`config.mk`:
```
export PLATFORM = sky130hd
export DESIGN_NAME = v_disparity_row_histogram_top
export DESIGN_NICKNAME = d
export VERILOG_FILES = /design/src/sv/vdh_pkg.sv /design/src/sv/v_disparity_row_histogram_top.sv /design/src/sv/vdh_front.sv /design/src/sv/vdh_fifo.sv /design/src/sv/vdh_back.sv
export VERILOG_INCLUDE_DIRS = /design/src /design/src/sv
export SDC_FILE = /design/constraint.sdc
export NUM_CORES = 1
export LEC_CHECK = 0
export ABC_AREA = 0
export BUFFER_PORTS_ARGS = -buffer_cell sky130_fd_sc_hd__buf_4
export CORE_MARGIN = 2
export CORE_UTILIZATION = 52
export CTS_CLUSTER_DIAMETER = 50
export DETAILED_ROUTE_END_ITERATION = 10
export HOLD_SLACK_MARGIN = 0.12
export PLACE_DENSITY_LB_ADDON = 0.3
export REMOVE_ABC_BUFFERS = 1
export SYNTH_ARGS = -nofsm -noshare
export SYNTH_HDL_FRONTEND = slang
export SYNTH_HIERARCHICAL = 1
export SYNTH_SLANG_ARGS = --single-unit
```
`constraint.sdc`:
```
create_clock -name clk -period 10.1 [get_ports clk]
set_input_delay 0.505 -clock clk [delete_from_list [all_inputs] [get_ports clk]]
set_output_delay 0.505 -clock clk [all_outputs]
set_load 0.02 [all_outputs]
```
`src/sv/v_disparity_row_histogram_top_assert.svh`:
```
// assertion macros for the v-disparity row histogram
// used by the top level; expects clk and rst_n in the including scope
`ifndef V_DISPARITY_ROW_HISTOGRAM_TOP_ASSERT_SVH
`define V_DISPARITY_ROW_HISTOGRAM_TOP_ASSERT_SVH
`ifndef SYNTHESIS
// property checked on every clock edge outside reset
`define VDH_ASSERT(lbl, prop, msg) \
  lbl: assert property (@(posedge clk) disable iff (!rst_n) (prop)) else $error(msg);
// condition that must never be true outside reset
`define VDH_NEVER(lbl, cond, msg) \
  lbl: assert property (@(posedge clk) disable iff (!rst_n) !(cond)) else $error(msg);
`else
`define VDH_ASSERT(lbl, prop, msg)
`define VDH_NEVER(lbl, cond, msg)
`endif
`endif

```
`src/sv/vdh_pkg.sv`:
```
// shared constants and types of the v-disparity row histogram
// no dependencies
package vdh_pkg;

  localparam int NUM_BINS    = 32;
  localparam int COUNT_WIDTH = 8;
  localparam int BIN_IDX_W   = $clog2(NUM_BINS);

  localparam int DISP_W  = 8;
  localparam int SHIFT_W = 3;
  localparam int LOW_W   = 5;
  localparam int HIGH_W  = 6;

  localparam int CFG_ADDR_W = 2;
  localparam int CFG_DATA_W = 6;

  localparam int IN_TDATA_W  = 8;
  localparam int OUT_IDX_W   = 5;
  localparam int OUT_CNT_W   = 8;
  localparam int OUT_TDATA_W = 16;
  localparam int OUT_PAD_W   = OUT_TDATA_W - OUT_IDX_W - OUT_CNT_W;

  localparam int FIFO_DEPTH = 4;
  localparam int FIFO_PTR_W = $clog2(FIFO_DEPTH);
  localparam int FIFO_CNT_W = $clog2(FIFO_DEPTH + 1);

  // register indexes
  localparam logic [CFG_ADDR_W-1:0] REG_BIN_SHIFT  = CFG_ADDR_W'(0);
  localparam logic [CFG_ADDR_W-1:0] REG_LOW_BOUND  = CFG_ADDR_W'(1);
  localparam logic [CFG_ADDR_W-1:0] REG_HIGH_BOUND = CFG_ADDR_W'(2);

  // register reset values
  localparam logic [SHIFT_W-1:0] BIN_SHIFT_RST  = SHIFT_W'(3);
  localparam logic [LOW_W-1:0]   LOW_BOUND_RST  = LOW_W'(6);
  localparam logic [HIGH_W-1:0]  HIGH_BOUND_RST = HIGH_W'(30);

  // one classified pixel on its way to the counters
  typedef struct packed {
    logic                 hit;
    logic [BIN_IDX_W-1:0] bin;
    logic                 row_end;
  } entry_t;

  typedef struct packed {
    logic empty;
    logic full;
  } fifo_stat_t;

  typedef struct packed {
    logic draining;
    logic counting;
  } back_stat_t;

endpackage

```
`src/sv/v_disparity_row_histogram_top.sv`:
```
// top level of the per-row v-disparity histogram
// depends on vdh_pkg, vdh_front, vdh_fifo, vdh_back and the assertion header
//
// Disparity pixels come in raster order, one transfer per pixel, with tlast on
// the last pixel of each row. Each pixel's bin is disparity >> bin_shift and is
// counted when it lies strictly between the two bounds and inside the 32-bin
// store; counts wrap at 256. After a row's last pixel the block sends all 32
// counts in bin order (tlast on the final bin) and zeroes the bins as it goes.
// During a row the block takes one pixel per cycle. The readout then sends one
// bin per cycle while the output is not stalled, a pace set by the single read
// port of the counter bank; meanwhile up to four pixels of the next row wait in
// the queue before in_tready drops. The counters are flip-flops cleared by reset
// at once, so there is no clearing pass. The user must write configuration only
// while the block is idle; the block itself does not enforce this.
`include "v_disparity_row_histogram_top_assert.svh"

module v_disparity_row_histogram_top (
  input  logic                            clk,
  input  logic                            rst_n,
  // configuration write port
  input  logic                            cfg_we,
  input  logic [vdh_pkg::CFG_ADDR_W-1:0]  cfg_addr,
  input  logic [vdh_pkg::CFG_DATA_W-1:0]  cfg_wdata,
  // pixel stream
  input  logic                            in_tvalid,
  output logic                            in_tready,
  input  logic [vdh_pkg::IN_TDATA_W-1:0]  in_tdata,   // [7:0] disparity
  input  logic                            in_tlast,   // row_end
  // histogram stream
  output logic                            out_tvalid,
  input  logic                            out_tready,
  output logic [vdh_pkg::OUT_TDATA_W-1:0] out_tdata,  // [4:0] bin_index, [12:5] bin_count
  output logic                            out_tlast   // last_bin
);

  vdh_pkg::fifo_stat_t fifo_stat;
  vdh_pkg::back_stat_t back_stat;
  vdh_pkg::entry_t     push_entry;
  vdh_pkg::entry_t     rd_entry;
  logic                push;
  logic                pop;

  // classify each pixel transfer and queue it
  vdh_front u_front (
    .clk        (clk),
    .rst_n      (rst_n),
    .cfg_we     (cfg_we),
    .cfg_addr   (cfg_addr),
    .cfg_wdata  (cfg_wdata),
    .in_tvalid  (in_tvalid),
    .in_tready  (in_tready),
    .in_tdata   (in_tdata),
    .in_tlast   (in_tlast),
    .fifo_stat  (fifo_stat),
    .push       (push),
    .push_entry (push_entry)
  );

  // decouples pixel intake from the row readout
  vdh_fifo u_fifo (
    .clk        (clk),
    .rst_n      (rst_n),
    .push       (push),
    .push_entry (push_entry),
    .pop        (pop),
    .rd_entry   (rd_entry),
    .stat       (fifo_stat)
  );

  // counter bank and readout
  vdh_back u_back (
    .clk        (clk),
    .rst_n      (rst_n),
    .fifo_stat  (fifo_stat),
    .rd_entry   (rd_entry),
    .pop        (pop),
    .out_tvalid (out_tvalid),
    .out_tready (out_tready),
    .out_tdata  (out_tdata),
    .out_tlast  (out_tlast),
    .stat       (back_stat)
  );

  // no queue write while the queue is full
  `VDH_NEVER(a_no_push_full, push && fifo_stat.full, "pixel queued while queue full")
  // pixels are never consumed while the row is being read out
  `VDH_NEVER(a_no_pop_drain, pop && back_stat.draining, "queue popped during readout")
  // the final bin of a row carries the highest bin index
  `VDH_ASSERT(a_last_bin_idx,
    out_tvalid && out_tlast |-> out_tdata[4:0] == 5'(vdh_pkg::NUM_BINS - 1),
    "tlast on a bin other than the last")
  // a new result only appears out of the readout
  `VDH_ASSERT(a_out_from_drain,
    $rose(out_tvalid) |-> $past(back_stat.draining),
    "output valid without readout")

endmodule

```
`src/sv/vdh_front.sv`:
```
// front end: configuration registers, pixel transfer and bin classification
// depends on vdh_pkg
module vdh_front (
  input  logic                             clk,
  input  logic                             rst_n,
  input  logic                             cfg_we,
  input  logic [vdh_pkg::CFG_ADDR_W-1:0]   cfg_addr,
  input  logic [vdh_pkg::CFG_DATA_W-1:0]   cfg_wdata,
  input  logic                             in_tvalid,
  output logic                             in_tready,
  input  logic [vdh_pkg::IN_TDATA_W-1:0]   in_tdata,
  input  logic                             in_tlast,
  input  vdh_pkg::fifo_stat_t              fifo_stat,
  output logic                             push,
  output vdh_pkg::entry_t                  push_entry
);

  logic [vdh_pkg::SHIFT_W-1:0] shift_r;
  logic [vdh_pkg::LOW_W-1:0]   low_r;
  logic [vdh_pkg::HIGH_W-1:0]  high_r;
  logic [vdh_pkg::DISP_W-1:0]  bin_wide;

  always_ff @(posedge clk) begin
    if (!rst_n) begin
      shift_r <= vdh_pkg::BIN_SHIFT_RST;
      low_r   <= vdh_pkg::LOW_BOUND_RST;
      high_r  <= vdh_pkg::HIGH_BOUND_RST;
    end else if (cfg_we) begin
      case (cfg_addr)
        vdh_pkg::REG_BIN_SHIFT:  shift_r <= cfg_wdata[vdh_pkg::SHIFT_W-1:0];
        vdh_pkg::REG_LOW_BOUND:  low_r   <= cfg_wdata[vdh_pkg::LOW_W-1:0];
        vdh_pkg::REG_HIGH_BOUND: high_r  <= cfg_wdata[vdh_pkg::HIGH_W-1:0];
        default: ;
      endcase
    end
  end

  assign in_tready = !fifo_stat.full;
  assign push      = in_tvalid && in_tready;
  assign bin_wide  = in_tdata[vdh_pkg::DISP_W-1:0] >> shift_r;

  always_comb begin
    push_entry.hit = (bin_wide > vdh_pkg::DISP_W'(low_r)) &&
                     (bin_wide < vdh_pkg::DISP_W'(high_r)) &&
                     (bin_wide < vdh_pkg::DISP_W'(vdh_pkg::NUM_BINS));
    push_entry.bin     = vdh_pkg::BIN_IDX_W'(bin_wide);
    push_entry.row_end = in_tlast;
  end

endmodule

```
`src/sv/vdh_fifo.sv`:
```
// short queue of classified pixels between front and back end
// depends on vdh_pkg
module vdh_fifo (
  input  logic                clk,
  input  logic                rst_n,
  input  logic                push,
  input  vdh_pkg::entry_t     push_entry,
  input  logic                pop,
  output vdh_pkg::entry_t     rd_entry,
  output vdh_pkg::fifo_stat_t stat
);

  vdh_pkg::entry_t                mem_r [vdh_pkg::FIFO_DEPTH];
  logic [vdh_pkg::FIFO_PTR_W-1:0] wr_ptr_r, rd_ptr_r;
  logic [vdh_pkg::FIFO_CNT_W-1:0] cnt_r;
  logic                           do_pop;

  function automatic logic [vdh_pkg::FIFO_PTR_W-1:0] ptr_inc(
    input logic [vdh_pkg::FIFO_PTR_W-1:0] p
  );
    ptr_inc = (p == vdh_pkg::FIFO_PTR_W'(vdh_pkg::FIFO_DEPTH - 1)) ?
              '0 : p + 1'b1;
  endfunction

  assign do_pop     = pop && (cnt_r != '0);
  assign rd_entry   = mem_r[rd_ptr_r];
  assign stat.empty = (cnt_r == '0);
  assign stat.full  = (cnt_r == vdh_pkg::FIFO_CNT_W'(vdh_pkg::FIFO_DEPTH));

  always_ff @(posedge clk) begin
    if (push) begin
      mem_r[wr_ptr_r] <= push_entry;
    end
  end

  always_ff @(posedge clk) begin
    if (!rst_n) begin
      wr_ptr_r <= '0;
      rd_ptr_r <= '0;
      cnt_r    <= '0;
    end else begin
      if (push) begin
        wr_ptr_r <= ptr_inc(wr_ptr_r);
      end
      if (do_pop) begin
        rd_ptr_r <= ptr_inc(rd_ptr_r);
      end
      if (push && !do_pop) begin
        cnt_r <= cnt_r + 1'b1;
      end else if (do_pop && !push) begin
        cnt_r <= cnt_r - 1'b1;
      end
    end
  end

endmodule

```
`src/sv/vdh_back.sv`:
```
// back end: bin counter bank, row readout and output register
// depends on vdh_pkg
module vdh_back (
  input  logic                            clk,
  input  logic                            rst_n,
  input  vdh_pkg::fifo_stat_t             fifo_stat,
  input  vdh_pkg::entry_t                 rd_entry,
  output logic                            pop,
  output logic                            out_tvalid,
  input  logic                            out_tready,
  output logic [vdh_pkg::OUT_TDATA_W-1:0] out_tdata,
  output logic                            out_tlast,
  output vdh_pkg::back_stat_t             stat
);

  typedef enum logic {S_COUNT, S_DRAIN} state_t;

  state_t                            state_r, state_nxt;
  logic [vdh_pkg::COUNT_WIDTH-1:0]   cnt_r   [vdh_pkg::NUM_BINS];
  logic [vdh_pkg::COUNT_WIDTH-1:0]   cnt_nxt [vdh_pkg::NUM_BINS];
  logic [vdh_pkg::BIN_IDX_W-1:0]     drain_idx_r, drain_idx_nxt;
  logic                              out_valid_r, out_valid_nxt;
  logic [vdh_pkg::OUT_IDX_W-1:0]     out_idx_r, out_idx_nxt;
  logic [vdh_pkg::OUT_CNT_W-1:0]     out_cnt_r, out_cnt_nxt;
  logic                              out_last_r, out_last_nxt;
  logic [vdh_pkg::BIN_IDX_W-1:0]     rd_idx;
  logic [vdh_pkg::COUNT_WIDTH-1:0]   rd_cnt;
  logic                              out_free;
  logic                              drain_last;

  // single read port on the counter bank, shared by counting and readout
  assign rd_idx     = (state_r == S_DRAIN) ? drain_idx_r : rd_entry.bin;
  assign rd_cnt     = cnt_r[rd_idx];
  assign out_free   = !out_valid_r || out_tready;
  assign drain_last = (drain_idx_r == vdh_pkg::BIN_IDX_W'(vdh_pkg::NUM_BINS - 1));

  always_comb begin
    state_nxt     = state_r;
    cnt_nxt       = cnt_r;
    drain_idx_nxt = drain_idx_r;
    out_valid_nxt = out_valid_r && !out_tready;
    out_idx_nxt   = out_idx_r;
    out_cnt_nxt   = out_cnt_r;
    out_last_nxt  = out_last_r;
    pop           = 1'b0;
    case (state_r)
      S_COUNT: begin
        if (!fifo_stat.empty) begin
          pop = 1'b1;
          if (rd_entry.hit) begin
            cnt_nxt[rd_idx] = rd_cnt + 1'b1;
          end
          if (rd_entry.row_end) begin
            state_nxt     = S_DRAIN;
            drain_idx_nxt = '0;
          end
        end
      end
      S_DRAIN: begin
        if (out_free) begin
          out_valid_nxt   = 1'b1;
          out_idx_nxt     = vdh_pkg::OUT_IDX_W'(drain_idx_r);
          out_cnt_nxt     = vdh_pkg::OUT_CNT_W'(rd_cnt);
          out_last_nxt    = drain_last;
          cnt_nxt[rd_idx] = '0;
          if (drain_last) begin
            state_nxt = S_COUNT;
          end else begin
            drain_idx_nxt = drain_idx_r + 1'b1;
          end
        end
      end
      default: begin
        state_nxt = S_COUNT;
      end
    endcase
  end

  always_ff @(posedge clk) begin
    if (!rst_n) begin
      state_r     <= S_COUNT;
      cnt_r       <= '{default: '0};
      drain_idx_r <= '0;
      out_valid_r <= 1'b0;
      out_idx_r   <= '0;
      out_cnt_r   <= '0;
      out_last_r  <= 1'b0;
    end else begin
      state_r     <= state_nxt;
      cnt_r       <= cnt_nxt;
      drain_idx_r <= drain_idx_nxt;
      out_valid_r <= out_valid_nxt;
      out_idx_r   <= out_idx_nxt;
      out_cnt_r   <= out_cnt_nxt;
      out_last_r  <= out_last_nxt;
    end
  end

  assign out_tvalid     = out_valid_r;
  assign out_tdata      = {{vdh_pkg::OUT_PAD_W{1'b0}}, out_cnt_r, out_idx_r};
  assign out_tlast      = out_last_r;
  assign stat.draining  = (state_r == S_DRAIN);
  assign stat.counting  = (state_r == S_COUNT) && !fifo_stat.empty;

endmodule
```
==> reports/results.env <==
DIE_X_UM=183
P_SW_mW=2.25
SETUP-VIOLATIONS-FINAL=0
DRTITER0DRC=2305
YOSYS_WARNINGS=6
WORST_PATH_DOMINANT_CELL_FAMILY='buffers and inverters'
CRITICAL_PATH.STARTPOINT_TYPE='flip-flop'
POST_DRT_WL_PER_CELL_UM=24.0
CORE-AREA_UM2=31500
SYN_AVG_CELL_AREA_UM2=8.81
TIMING.CRITICAL_PATH.MODE_CELL='sky130_fd_sc_hd__buf_4'
VIAS=15400
CLKSINKCOUNT=328
CLOCK_TREE.HTREE_LEVEL_COUNT=2
IRDROPWORSTVDD_mV=0.393
LAYOUT_COMMONEST_CELL='sky130_fd_sc_hd__nand2_1'
CLOCK_POWER_SHARE_PCT=28.3
FINAL_NETS=1875
DRC=0
IO-PIN-COUNT=41
DESIGN_POWER_TOTAL_mW=4.93
N_ANTENNA_CELL=0
SWSHARE_PCT=45.7
SYN_INST=1885
POST_CTS_RESIZE_COUNT=0
PORTBUFFERS=37
CTS-ROOT-BUF='sky130_fd_sc_hd__clkbuf_16'
MAXSLEWVIOLCOUNT=0
CP.ARRIVAL_PS=6510
TIMING.FINAL.CRIT_PERIOD_PS=6060
POST_ROUTE_CELLS_DRIVE_ABOVE_1_SHARE_PCT=11.1
TIMING.HOLD.WORST.CLASS='input pin to flip-flop'
WORSTPATHCELLLIST='buf_4, mux2i_4, buf_4, buf_4, mux2i_1, a32oi_1, nand4_1, nor3_2, ha_1, buf_4, o31ai_1, a21oi_2, buf_4, nand2_1, a21boi_0'
PRECTSSETUPSLACK_PS=4290
TIMING.CRITICAL_PATH.REQUIRED_PS=10550
PLACE_HPWL_UM=34200
CTS_TREE='done'
OVERFLOW=0
CTS-BUFFERS-INSERTED=39
CLOCK_PATH_BUFFERS=3
GRT_MAX_DEGREE=113
SEQ_POWER_SHARE_PCT=29.5
POWER-PER-CELL-AREA_nW_PER_UM2=271
SYNTH_AREA_UM2=16600
COMBPWRFRAC_PCT=42.2
LAYOUT.CELLS.MOST_COMMON_LIST='350 x sky130_fd_sc_hd__nand2_1, 300 x sky130_fd_sc_hd__dfxtp_1, 150 x sky130_fd_sc_hd__nand3_1'
FINALHOLDVIOLCOUNT=0
CRITICAL_PATH_CLASS='flip-flop to flip-flop'
CRITICAL_PATH.MAX_STAGE_DELAY_PS=810
DETAILED_ROUTING_ITERATION_COUNT_FOR_THE_PRE_ANTENNA_REPAIR_PASS=6
FP-ROW-COUNT=65
RUN_STATUS='finished clean'
WORST_SLACK_PS=4040
WIRELENGTH_UM=54400
VIAS_IN_THE_FIRST_GLOBAL_ROUTE=14900
INITIAL_UTIL_PCT=52.8
GRT_ANTENNA_BEFORE_REPAIR=1
CTS.HOLD.BUFFERS_ADDED=0
INTERNAL_POWER_mW=2.67
GRT_PASS1_WL_UM=85200
GRT.TOTAL_USAGE_PCT=32.5
MAXSLEWHEADROOM_PCT=26.1
MAX_FO_CRITICAL_PATH=38
FINCLKSKEW_PS=18.4
FINAL.PERIOD_UTILIZATION_PCT=60.0
CRIT_BUF_INV=5
MAX_CAP_VIOL_COUNT=0
PLACE.GP.CONGESTION=0.954
PATH_CLK_SLEW_PS=60
DIE_AREA_UM2=33400
TIMING.FMAX_GHz=0.165
LAYOUT-AREA-OVERHEAD-VS-SYNTH_PCT=9.30
DIE_HEIGHT_UM=183
WORST_PIN_SLEW_PS=1100
SLOWEST_STAGE_CELL_ON_THE_CRITICAL_PATH='sky130_fd_sc_hd__dfxtp_1'
POST_ROUTE_ANT_NETS=0
STATIC-LEAKAGE-POWER_nW=6.09
POST-CTS-SETUP-BUFFERS=0
TIMING.CRITICAL_PATH.TO_TYPE='flip-flop'
VIAS_PER_CELL=6.81
GRT_SETUP_UNREPAIRED='no'
CLOCK_LATENCY_PS=540
HOLD_SLACK_PS=171
through the flow:
step,cells,cell area (µm²),util (%),setup TNS [ps]
CTS,2266,18200,57.7,0
finish,2266,18200,57.7,0
global route,2266,18200,57.7,0
detailed placement,2194,16900,53.7,0
global placement,2194,16900,53.7,0
floorplan,1728,15900,-,-113410
metal layers:
layer / routed length [µm] / GRT usage, % / vias to the layer above
met5: 0 / 0 / -
met4: 3000 / 17.5 / 0
met3: 5990 / 6.53 / 222
met2: 24200 / 50.2 / 996
met1: 21200 / 43.0 / 7344
li1: - / - / 6870
worst register-to-register path, delay by kind of cell, from the launching register on:
family,cells,cell delay [ps]
DFF,1,810
AOI/OAI and AO/OA,4,950
adders and majority gates,1,650
and+or+nand+nor,3,720
buffers and inverters,5,2400
muxes,2,450
area by class of cell:
| cell class | instances | area, µm² |
|---|---|---|
| fill | 2739 | 13300 |
| multi-input combinational | 1380 | 8980 |
| sequential | 328 | 6850 |
| clock buffer | 50 | 1060 |
| tap | 402 | 503 |
| timing repair buffer | 64 | 487 |
| clock inverter | 22 | 211 |
| inverter | 20 | 75.1 |
flip-flops by register name, indices dropped and copies added (netlist names), named ones only:
name and flops:
u_back/out_tvalid 1, u_back/state_r 1, u_back/cnt_r 256, u_back/out_idx_r 5, u_fifo/rd_ptr_r 2, u_front/high_r 6, u_fifo/cnt_r 3, u_fifo/wr_ptr_r 2
u_back/out_tlast 1, u_front/shift_r 3, u_front/low_r 5, u_back/out_cnt_r 8, u_fifo/mem_r 28, u_back/drain_idx_r 5
final timing paths:
| kind | from | end | slack (ps) | depth (start not counted) |
|---|---|---|---|---|
| max | u_back/state_r | u_back/cnt_r[130] | 4040 | 15 |
| min | in_tlast | u_fifo/mem_r[0][0] | 170 | 1 |
| max reg2reg | u_back/state_r | u_back/cnt_r[130] | 4040 | 15 |
| min reg2reg | u_back/cnt_r[114] | u_back/cnt_r[114] | 460 | 2 |
power by group through the flow:
stage	clock, mW	combinational, mW	sequential (mW)
2_1_floorplan	0	1.09	1.48
3_3_place_gp	0	1.96	1.48
3_5_place_dp	0	1.97	1.48
4_1_cts	1.41	1.98	1.45
5_1_grt	1.46	2.12	1.46
6_report	1.39	2.08	1.45
Power figures use the tool's default switching activity.
